File: config.mk
export PLATFORM = sky130hd
export DESIGN_NAME = bfis_ctrl
export DESIGN_NICKNAME = d
export VERILOG_FILES = /design/src/rtl/core/bfis_pkg.sv /design/src/rtl/core/bfis_ctrl.sv
export SDC_FILE = /design/constraint.sdc
export NUM_CORES = 1
export LEC_CHECK = 0
export BUFFER_PORTS_ARGS = -buffer_cell sky130_fd_sc_hd__buf_2
export CAP_MARGIN = 40
export CORE_MARGIN = 10
export CORE_UTILIZATION = 30
export CTS_CLUSTER_SIZE = 24
export DETAILED_ROUTE_END_ITERATION = 7
export PLACE_DENSITY = 0.52
export SLEW_MARGIN = 0
export SYNTH_ARGS = -nofsm -noshare
export SYNTH_HDL_FRONTEND = slang
export SYNTH_SLANG_ARGS = --single-unit
File: constraint.sdc
create_clock -name clk -period 1.5 [get_ports clk]
set_input_delay 0.3 -clock clk [delete_from_list [all_inputs] [get_ports clk]]
set_output_delay 0.3 -clock clk [all_outputs]
set_load 0.01 [all_outputs]
File: src/rtl/core/bfis_pkg.sv
// Package for the box filter image scaler: shared constants, payload structs,
// controller types and the dimension clamp function.
// No dependencies; every other file of the block but bfis_stream_if uses it by scoped names.
package bfis_pkg;

    localparam int CFG_W          = 7;
    localparam int CFG_IDX_W      = 2;
    localparam int PIX_W          = 8;
    localparam int CNT_W          = 14;
    localparam int SUM_W          = 22;
    localparam int DIV_NUM_W      = 22;
    localparam int DIV_DEN_W      = 14;
    localparam int MAX_WIDTH_DEF  = 64;
    localparam int MAX_HEIGHT_DEF = 64;
    localparam logic [CFG_W-1:0] DIM_RESET = 7'd64;

    typedef enum logic [CFG_IDX_W-1:0] {
        REG_SOURCE_WIDTH  = 2'd0,
        REG_SOURCE_HEIGHT = 2'd1,
        REG_TARGET_WIDTH  = 2'd2,
        REG_TARGET_HEIGHT = 2'd3
    } cfg_reg_t;

    typedef enum logic [2:0] {
        ST_IDLE,
        ST_DIV_GO,
        ST_DIV_WAIT,
        ST_WALK,
        ST_DRAIN1,
        ST_DRAIN2,
        ST_EMIT
    } ctrl_state_t;

    typedef enum logic [2:0] {
        OP_BOX_W,
        OP_BOX_H,
        OP_START_X,
        OP_START_Y,
        OP_RED,
        OP_GREEN,
        OP_BLUE
    } div_op_t;

    typedef struct packed {
        logic             func;
        logic [PIX_W-1:0] in_red;
        logic [PIX_W-1:0] in_green;
        logic [PIX_W-1:0] in_blue;
    } in_item_t;

    typedef struct packed {
        logic [PIX_W-1:0] out_red;
        logic [PIX_W-1:0] out_green;
        logic [PIX_W-1:0] out_blue;
        logic             image_done;
    } out_item_t;

    typedef struct packed {
        logic    in_ready;
        logic    div_start;
        div_op_t div_op;
        logic    walk_init;
        logic    walk_issue;
        logic    emit;
    } ctrl_cmd_t;

    typedef struct packed {
        logic div_busy;
        logic div_done;
        logic walk_last;
        logic out_free;
    } ctrl_status_t;

    // A zero dimension acts as one; a dimension above the limit acts as the limit.
    function automatic logic [CFG_W-1:0] clamp_dim(input logic [CFG_W-1:0] v, input int limit);
        logic [CFG_W-1:0] r;
        r = v;
        if (v == '0)
        begin
            r = CFG_W'(1);
        end
        else if (int'(v) > limit)
        begin
            r = CFG_W'(limit);
        end
        return r;
    endfunction

endpackage

File: src/rtl/core/bfis_ctrl.sv
// Controller state machine of the box filter scaler: sequences the divisions,
// the box walk and the result hand-off. Depends on bfis_pkg.
module bfis_ctrl (
    input  logic                   clk,
    input  logic                   rst_n,
    input  logic                   in_valid,
    input  logic                   in_func,
    input  bfis_pkg::ctrl_status_t status,
    output bfis_pkg::ctrl_cmd_t    cmd
);
    bfis_pkg::ctrl_state_t state_reg, state_next;
    bfis_pkg::div_op_t     op_reg, op_next;

    always_comb
    begin
        state_next = state_reg;
        op_next    = op_reg;
        unique case (state_reg)
            bfis_pkg::ST_IDLE:
            begin
                if (in_valid && in_func)
                begin
                    state_next = bfis_pkg::ST_DIV_GO;
                    op_next    = bfis_pkg::OP_BOX_W;
                end
            end
            bfis_pkg::ST_DIV_GO:
            begin
                state_next = bfis_pkg::ST_DIV_WAIT;
            end
            bfis_pkg::ST_DIV_WAIT:
            begin
                if (status.div_done)
                begin
                    unique case (op_reg)
                        bfis_pkg::OP_BOX_W:
                        begin
                            op_next    = bfis_pkg::OP_BOX_H;
                            state_next = bfis_pkg::ST_DIV_GO;
                        end
                        bfis_pkg::OP_BOX_H:
                        begin
                            op_next    = bfis_pkg::OP_START_X;
                            state_next = bfis_pkg::ST_DIV_GO;
                        end
                        bfis_pkg::OP_START_X:
                        begin
                            op_next    = bfis_pkg::OP_START_Y;
                            state_next = bfis_pkg::ST_DIV_GO;
                        end
                        bfis_pkg::OP_START_Y:
                        begin
                            state_next = bfis_pkg::ST_WALK;
                        end
                        bfis_pkg::OP_RED:
                        begin
                            op_next    = bfis_pkg::OP_GREEN;
                            state_next = bfis_pkg::ST_DIV_GO;
                        end
                        bfis_pkg::OP_GREEN:
                        begin
                            op_next    = bfis_pkg::OP_BLUE;
                            state_next = bfis_pkg::ST_DIV_GO;
                        end
                        bfis_pkg::OP_BLUE:
                        begin
                            state_next = bfis_pkg::ST_EMIT;
                        end
                        default:
                        begin
                            state_next = bfis_pkg::ST_IDLE;
                        end
                    endcase
                end
            end
            bfis_pkg::ST_WALK:
            begin
                if (status.walk_last)
                begin
                    state_next = bfis_pkg::ST_DRAIN1;
                end
            end
            bfis_pkg::ST_DRAIN1:
            begin
                state_next = bfis_pkg::ST_DRAIN2;
            end
            bfis_pkg::ST_DRAIN2:
            begin
                // The last sample is summed as this state ends; the channel divisions follow.
                state_next = bfis_pkg::ST_DIV_GO;
                op_next    = bfis_pkg::OP_RED;
            end
            bfis_pkg::ST_EMIT:
            begin
                if (status.out_free)
                begin
                    state_next = bfis_pkg::ST_IDLE;
                end
            end
            default:
            begin
                state_next = bfis_pkg::ST_IDLE;
            end
        endcase
    end

    always_comb
    begin
        cmd            = '0;
        cmd.div_op     = op_reg;
        cmd.in_ready   = (state_reg == bfis_pkg::ST_IDLE);
        cmd.div_start  = (state_reg == bfis_pkg::ST_DIV_GO);
        cmd.walk_init  = (state_reg == bfis_pkg::ST_DIV_WAIT) && status.div_done
                         && (op_reg == bfis_pkg::OP_START_Y);
        cmd.walk_issue = (state_reg == bfis_pkg::ST_WALK);
        cmd.emit       = (state_reg == bfis_pkg::ST_EMIT) && status.out_free;
    end

    always_ff @(posedge clk or negedge rst_n)
    begin
        if (!rst_n)
        begin
            state_reg <= bfis_pkg::ST_IDLE;
            op_reg    <= bfis_pkg::OP_BOX_W;
        end
        else
        begin
            state_reg <= state_next;
            op_reg    <= op_next;
        end
    end

    a_start_when_idle: assert property (@(posedge clk) disable iff (!rst_n)
        cmd.div_start |-> !status.div_busy)
        else $error("divider started while busy");

    a_done_when_waiting: assert property (@(posedge clk) disable iff (!rst_n)
        status.div_done |-> (state_reg == bfis_pkg::ST_DIV_WAIT))
        else $error("division finished outside the wait state");

    a_emit_after_blue: assert property (@(posedge clk) disable iff (!rst_n)
        cmd.emit |-> (op_reg == bfis_pkg::OP_BLUE))
        else $error("result emitted before the channel divisions finished");

endmodule

After elaboration in Yosys (flattened, before gate mapping)

Cells that the tools add are included.

Register bits: 6
Output and inout port bits: 8
Word-level logic and storage cells: 39

Equal/unequal tests: 17
Multiplexer cells: 10
Reduce and logical (&&, ||, !) cells: 10

Operators with widths:

| kind                                                  | count |
|---|---|
| case mux 3 bit (7 select lines)                       | 1 |
| equality test 3 bit, second input constant            | 6 |
| two-way mux 3 bit                                     | 6 |
| case mux 3 bit (3 select lines)                       | 2 |
| case mux 3 bit (5 select lines)                       | 1 |
| equality test 3 x 2 -> 1 bit, second input constant   | 4 |
| AND reduction 4 bit                                   | 2 |
| equality test 3 x 1 -> 1 bit, second input constant   | 2 |
| zero test 3 bit                                       | 2 |
| inequality test 2 bit, second input constant          | 3 |
| inequality test 6 x 1 -> 1 bit, second input constant | 1 |
| OR reduction 5 bit                                    | 1 |
| logical AND 1 bit                                     | 4 |
| nonzero test 3 bit                                    | 1 |
| inequality test 2 x 1 -> 1 bit, second input constant | 1 |

Logic depth before layout (Yosys ltp)

Gate-level depths: netlist of the first run.

Depth after elaboration: 5
Depth in mapped cells: 5
Mapped depth without buffers: 4

Least setup slack after synthesis of the first run

No wires, ideal clock.

Kind: reg2reg
From: reg state_reg[2]
To: reg op_reg[2]
Arrival: 1.399 ns
Data required time: 1.375 ns
Slack: -0.024 ns
Cell stages (with the launch flop): 6
Buffers on the path: 1
Cell sequence: dfrtp_1 -> buf_6 -> a211o_1 -> a31oi_4 -> nand2b_4 -> mux2_4

Word-level cells in the longest chain between the ends: 3
Elaborated cells between the ends (all ways): 9
Classes of those cells: eq/ne: 5; mux: 1; reduce/logical: 3

Ends and longest elaborated chain:

| element                                                          | line             | RTL |
|---|---|---|
| from (decl)                                                      | bfis_ctrl.sv:11  | `bfis_pkg::ctrl_state_t state_reg, state_next;` |
| from (signal assigned)                                           | bfis_ctrl.sv:123 | `state_reg <= bfis_pkg::ST_IDLE;` |
| from (signal assigned)                                           | bfis_ctrl.sv:128 | `state_reg <= state_next;` |
| equality test 3 x 2 -> 1 bit (tied with other cells)             | bfis_ctrl.sv:18  | `unique case (state_reg)` |
| inequality test 6 x 1 -> 1 bit (no line) (tied with other cells) | --               |  |
| AND reduction 4 bit (no line)                                    | --               |  |
| to (signal assigned)                                             | bfis_ctrl.sv:124 | `op_reg <= bfis_pkg::OP_BOX_W;` |
| to (signal assigned)                                             | bfis_ctrl.sv:129 | `op_reg <= op_next;` |
| to (decl)                                                        | bfis_ctrl.sv:12  | `bfis_pkg::div_op_t op_reg, op_next;` |

Several ways; a longest one is shown, not always the timed one.
A chain may end at the register's enable or synchronous reset.

==> results of run 1 <==
metrics by stage:
| stage | worst slack [ns] | instance area (um2) | cells |
|---|---|---|---|
| 2_1_floorplan | -0.0239 | 460 | 49 |
| 3_3_place_gp | 0.0355 | 626 | 90 |
| 3_5_place_dp | 0.0376 | 626 | 90 |
| 4_1_cts | -0.0942 | 707 | 97 |
| 5_1_grt | -0.151 | 751 | 97 |
| 6_report | -0.106 | 751 | 97 |
metal layers:
metal / GRT usage (%) / wire (um) / up-vias
met5: 0 / 0 / -
met4: 2.95 / 0 / 0
met3: 4.94 / 81 / 0
met2: 13.7 / 750 / 10
met1: 9.52 / 628 / 222
li1: - / - / 248
repair_timing:
action	CTS	global route
hold endpoints to repair	6	0
resized for setup	7	13
endpoints found under the setup margin	4	9
pin swaps	3	0
buffers inserted	3	0
gates cloned	0	0
hold buffers	1	0
worst min path at each step:
stage              start                  endpoint  slack, ns  depth (start not counted)
2_1_floorplan      rst_n     op_reg[0]$_DFFE_PN0P_      0.004                          0
3_3_place_gp       rst_n  state_reg[2]$_DFFE_PN0P_       0.13                          1
3_5_place_dp       rst_n  state_reg[2]$_DFFE_PN0P_       0.13                          1
4_1_cts        status[1]  state_reg[0]$_DFFE_PN0P_       0.29                          2
5_1_grt        status[1]  state_reg[0]$_DFFE_PN0P_       0.31                          2
6_report       status[1]  state_reg[0]$_DFFE_PN0P_       0.31                          2
area by class of cell:
class / count / area, um2
multi-input cells: 37 / 317
flip-flops and latches: 6 / 155
well taps: 16 / 20.0
inverters: 4 / 17.5
repair buffers: 31 / 219
fillers: 148 / 721
clock buffers: 3 / 22.5
power groups by stage:
stage / Clock [mW] / Sequential (mW) / Combinational (mW)
2_1_floorplan: 0 / 0.319 / 0.611
3_3_place_gp: 0 / 0.315 / 1.02
3_5_place_dp: 0 / 0.316 / 1.02
4_1_cts: 0.153 / 0.315 / 1.15
5_1_grt: 0.163 / 0.342 / 1.38
6_report: 0.148 / 0.332 / 1.28
Yosys cell counts (all sizes together), types with 2 or more instances:
| master | instances | area share, % |
|---|---|---|
| inv | 4 | 3.3 |
| o21ai | 2 | 2.2 |
| nor3 | 2 | 2.2 |
| nor2 | 5 | 4.1 |
| nand2b | 2 | 4.9 |
| nand2 | 5 | 4.1 |
| dfrtp | 6 | 33 |
| buf | 2 | 4.9 |
| a31oi | 2 | 6.0 |
| a32o | 2 | 4.6 |
logic make-up after synthesis:
family          count (synthesis)
compound gates                 16
flops                           6
mux                             2
simple gates                   18
buf+inv                         6
xor+xnor                        1
==> impl_summary.log, run 1 <==
[metrics] Leakage Power: about 0.37 nW
[metrics] worst-path maximum fanout: 4
[metrics] clock transition at the register clock pins on the worst setup and hold paths after CTS: roughly 0.050 ns
[metrics] Reg-to-Reg Start: state_reg[0]$_DFFE_PN0P_
[metrics] CP max-delay cell: sky130_fd_sc_hd__dfrtp_2
[metrics] initial antenna violation count: 0
[metrics] drc violations: 0
[metrics] number of clock buffers inserted by TritonCTS: 3
[metrics] violated checks: negative setup slack
[metrics] yosys synthesis warning count: 0
[metrics] Final Hold Fails: 0
[metrics] synthesized flop and latch total: 6
[metrics] Sink Count: 6
[metrics] pin count of the biggest net entering global routing: 8
[metrics] total congestion overflow after global routing: 0
[metrics] total length of routed wires: 1.46 mm
[metrics] number of cells produced by synthesis: between 40 and 50
[metrics] fin nets: roughly 90
[metrics] largest family of logic cells by synthesized area: compound AO/OA/AOI/OAI gates
[metrics] distinct cell type count of the synthesized netlist: 31
[metrics] mux contribution to synthesized area: under 10%
[metrics] Hold Crit Class: input port to flip-flop
[metrics] internal power of the cells: 1.02 mW
[metrics] PnR worst setup slack: -0.106 ns
[metrics] number of I/O pins: 16
[metrics] crit path time final: around 1.6 ns
[metrics] sum of internal, switching and leakage power: approximately 1.8 mW
[metrics] global-route wire length before repair: about 2.3 mm
[metrics] total global-route track usage: under 10%
[metrics] effective utilization at floorplan: 31.3%
[metrics] DR vias/cell: roughly 5
[metrics] outcome: complete, but fails checks
[metrics] Comb pwr share: between 70% and 80%
[metrics] number of routed nets with antenna violations: 0
[metrics] endpoint of the worst register-to-register path: op_reg[2]$_DFFE_PN0P_
[metrics] clock skew after layout: roughly 0.0042 ns
[metrics] detailed placer's ending HPWL: between 1 and 1.5 mm
[metrics] fin crit share: 107%
[metrics] number of synthesized flops with an enable pin: 0
[metrics] Die Height: around 59 um
[metrics] detailed-route wire length per cell: about 15 um
[metrics] fraction of the mapped netlist area in adder cells: 0%
[metrics] share of final-layout standard cells stronger than drive strength 1: ~64%
[metrics] share of the core filled with cells: around half
[metrics] kind of end point of the critical path: primary output
[metrics] setup TNS: -0.261 ns
[metrics] first drt pass iteration count: 6
[metrics] leading cell type in the layout, fill and taps excluded: sky130_fd_sc_hd__buf_2
[metrics] share of synthesized registers carrying an async set or reset: 100%
[metrics] endpoints failing setup: 7
[metrics] fraction of the mapped netlist area in compound gates: 29.9%
[metrics] worst endpoint required time: approximately 1.2 ns
[metrics] CTS root buf: sky130_fd_sc_hd__clkbuf_4
[metrics] transition time at the pin with the least slew margin: approximately 0.27 ns
[metrics] worst vdd rail ir drop: 1.11 mV
[metrics] family with the most delay on the worst path: flip-flops
[metrics] total nets after synthesis: 57
[metrics] total via count in the routed design: 480
[metrics] cells along the critical path: buf_4 -> nor3_4 -> and4_1 -> buf_2
[metrics] Worst Path Class, Setup: flip-flop to primary output
[metrics] peak clock frequency supported by timing: about 0.62 GHz
[metrics] Layout Area Growth over Synthesis: 63.0%
[metrics] Post-Route Hold Slack: between 0.3 and 0.4 ns
[metrics] number of max-capacitance violations reported: 0
[metrics] Max H-tree Level: 1
[metrics] Sw Pwr: 736 uW
[metrics] Worst Setup SP: state_reg[0]$_DFFE_PN0P_
[metrics] antenna diode instance count: 0
[metrics] clk_lat worst skew: roughly 0.25 ns
[metrics] pins over their slew limit: 0
[metrics] end point of the critical path: cmd[2]
[metrics] area enclosed by the die boundary: around 3500 um2
[metrics] flip-flop cell with the highest count after synthesis: sky130_fd_sc_hd__dfrtp_1
[metrics] total stage count of the critical path: 4
[metrics] area share of and/or/nand/nor cells after synthesis: about 22%
[metrics] CTS tree: built
[metrics] setup repair after global routing missed its margin: true
[metrics] Pwr Density: about 2300 nW/um2
[metrics] core footprint: about 1500 um2
[metrics] vias in the first global route: 489
[metrics] worst max-slew margin expressed relative to the limit: roughly four fifths
[metrics] routability congestion estimate: between 0.7 and 0.8
[metrics] fraction of synthesized cell area in xor and xnor cells: 1.90%
[metrics] number of violations reported at the end of detailed-routing iteration 0: 8
[metrics] Reg2Reg Setup Slack: -0.08 ns
[metrics] synthesized area divided by synthesized cell count: around 9.4 um2
[metrics] fraction of power spent switching nets: roughly two fifths
[metrics] total number of placement rows: 14
[metrics] r2r worst-path depth: 5
[metrics] chip width: between 50 and 60 um
[metrics] part of the Yosys area used for sequential elements: approximately a third
[metrics] Clock Tree Buf Depth: 2
[metrics] Worst setup SP type: flip-flop
[metrics] CP peak stage delay: ~0.44 ns
[metrics] Worst EP arrival: around 1.3 ns
[metrics] clock network fraction of design power: 8.4%
[metrics] proportion of power drawn by flip-flops and latches: between 10% and 20%
[metrics] Post-Synthesis Cell Area: ~460 um2
[metrics] combined buffer and inverter count along the critical path: 2
[metrics] most frequent cells in the layout: 14 x sky130_fd_sc_hd__buf_2, 11 x sky130_fd_sc_hd__buf_4, 5 x sky130_fd_sc_hd__nand2_1, 5 x sky130_fd_sc_hd__buf_6, 4 x sky130_fd_sc_hd__dfrtp_2
[metrics] Buffers on Ports: 14
Power figures use the tool's default switching activity.
==> run 2, diff against run 1 <==
Settings changed: GPL_TIMING_DRIVEN set to 0.
==> impl_summary.log, run 2 (synthesis results as in run 1) <==
[metrics] CP max-delay cell: sky130_fd_sc_hd__dfrtp_1
[metrics] total number of placement rows: 14
[metrics] initial antenna violation count: 0
[metrics] total global-route track usage: under 10%
[metrics] worst endpoint required time: ~1.2 ns
[metrics] number of max-capacitance violations reported: 0
[metrics] routability congestion estimate: roughly 0.67
[metrics] most frequent cells in the layout: 13 x sky130_fd_sc_hd__buf_2, 8 x sky130_fd_sc_hd__buf_4, 6 x sky130_fd_sc_hd__buf_6, 5 x sky130_fd_sc_hd__nand2_1, 4 x sky130_fd_sc_hd__dfrtp_1
[metrics] PnR worst setup slack: -0.0348 ns
[metrics] CP peak stage delay: between 0.3 and 0.4 ns
[metrics] vias in the first global route: approximately 480
[metrics] chip width: 59.2 um
[metrics] number of clock buffers inserted by TritonCTS: 3
[metrics] CTS tree: built
[metrics] clock skew after layout: 0.000251 ns
[metrics] worst vdd rail ir drop: 1.02 mV
[metrics] number of violations reported at the end of detailed-routing iteration 0: 11
[metrics] drc violations: 0
[metrics] Worst EP arrival: ~1.2 ns
[metrics] DR vias/cell: 5.31
[metrics] total via count in the routed design: 499
[metrics] pin count of the biggest net entering global routing: 11
[metrics] Buffers on Ports: 14
[metrics] detailed-route wire length per cell: around 14 um
[metrics] endpoints failing setup: 2
[metrics] Layout Area Growth over Synthesis: 55.2%
[metrics] fin nets: approximately 90
[metrics] Max H-tree Level: 1
[metrics] core footprint: roughly 1500 um2
[metrics] Hold Crit Class: input port to flip-flop
[metrics] Sink Count: 6
[metrics] most prevalent standard cell on the critical path: sky130_fd_sc_hd__buf_6
[metrics] detailed placer's ending HPWL: 868 um
[metrics] family with the most delay on the worst path: simple AND/OR/NAND/NOR gates
[metrics] peak clock frequency supported by timing: 0.652 GHz
[metrics] cells along the critical path: buf_6 -> nor3_4 -> and4_1 -> buf_6
[metrics] leading cell type in the layout, fill and taps excluded: sky130_fd_sc_hd__buf_2
[metrics] transition time at the pin with the least slew margin: approximately 0.30 ns
[metrics] Final Hold Fails: 0
[metrics] fin crit share: 102%
[metrics] pins over their slew limit: 0
[metrics] number of I/O pins: 16
[metrics] Worst Path Class, Setup: flip-flop to primary output
[metrics] antenna diode instance count: 0
[metrics] combined buffer and inverter count along the critical path: 2
[metrics] first drt pass iteration count: 4
[metrics] global-route wire length before repair: roughly 2.3 mm
[metrics] total length of routed wires: about 1.4 mm
[metrics] clk_lat worst skew: ~0.24 ns
[metrics] crit path time final: between 1.5 and 2 ns
[metrics] setup repair after global routing missed its margin: true
[metrics] Leakage Power: approximately 0.35 nW
[metrics] outcome: complete, but fails checks
[metrics] area enclosed by the die boundary: about 3500 um2
[metrics] worst-path maximum fanout: 7
[metrics] kind of end point of the critical path: primary output
[metrics] Pwr Density: 2310 nW/um2
[metrics] number of routed nets with antenna violations: 0
[metrics] Worst setup SP type: flip-flop
[metrics] Die Height: about 59 um
[metrics] effective utilization at floorplan: between 30% and 40%
[metrics] clock transition at the register clock pins on the worst setup and hold paths after CTS: roughly 0.04 ns
[metrics] violated checks: negative setup slack
[metrics] Clock Tree Buf Depth: 2
[metrics] worst max-slew margin expressed relative to the limit: between 70% and 80%
[metrics] share of final-layout standard cells stronger than drive strength 1: a little under three fifths
[metrics] sum of internal, switching and leakage power: 1.65 mW
[metrics] setup TNS: -0.0632 ns
[metrics] total congestion overflow after global routing: 0
[metrics] CTS root buf: sky130_fd_sc_hd__clkbuf_4
==> run 2: where the power goes <==
group / switching (mW) / internal (mW) / total, mW
combinational: 0.548 / 0.632 / 1.18
sequential: 0.0843 / 0.237 / 0.322
clock: 0.0562 / 0.0904 / 0.147
==> run 2: path summary, 6_finish.rpt <==
kind	start	endpoint	slack, ns	cells after the start
max	state_reg[0]$_DFFE_PN0P_	cmd[2]	-0.03	4
min in group asynchronous	rst_n	state_reg[2]$_DFFE_PN0P_	0.41	2
max in group asynchronous	rst_n	op_reg[1]$_DFFE_PN0P_	0.94	2
min	status[1]	state_reg[0]$_DFFE_PN0P_	0.31	2
max reg2reg	state_reg[2]$_DFFE_PN0P_	op_reg[2]$_DFFE_PN0P_	-0.03	5
min reg2reg	op_reg[1]$_DFFE_PN0P_	op_reg[1]$_DFFE_PN0P_	0.58	1
==> run 2: what timing repair did <==
| item | 4_1_cts | 5_1_grt |
|---|---|---|
| gates resized for setup | 5 | 8 |
| buffers inserted | 8 | 3 |
| pin swaps | 3 | 4 |
| gates cloned | 0 | 0 |
| hold endpoints to repair | 6 | 0 |
| endpoints found under the setup margin | 4 | 8 |
| hold buffers | 1 | 0 |
==> run 2: per-stage QoR <==
step | hold slack (ns) | cells | area (um2) | utilization [%] | setup WS (ns)
floorplan | 0.00441 | 49 | 460 | - | -0.0239
global placement | 0.129 | 79 | 551 | 37.4 | -0.203
detailed placement | 0.128 | 79 | 551 | 37.4 | -0.157
CTS | 0.305 | 91 | 661 | 44.9 | -0.0580
global route | 0.301 | 94 | 714 | 48.6 | -0.0977
finish | 0.313 | 94 | 714 | 48.6 | -0.0348
==> run 2: cell type report <==
type	instances	area, um2
buffer	2	22.5
clock buffer	3	22.5
fill	148	757
inverter	4	17.5
multi-input combinational	37	299
sequential	6	153
tap	16	20.0
timing repair buffer	26	180
==> run 2: metal layers <==
metal / track usage (%) / vias to the layer above / wire length, um
met5: 0 / - / 0
met4: 2.30 / 0 / 17
met3: 5.36 / 4 / 116
met2: 12.6 / 19 / 679
met1: 9.43 / 233 / 545
li1: - / 243 / -
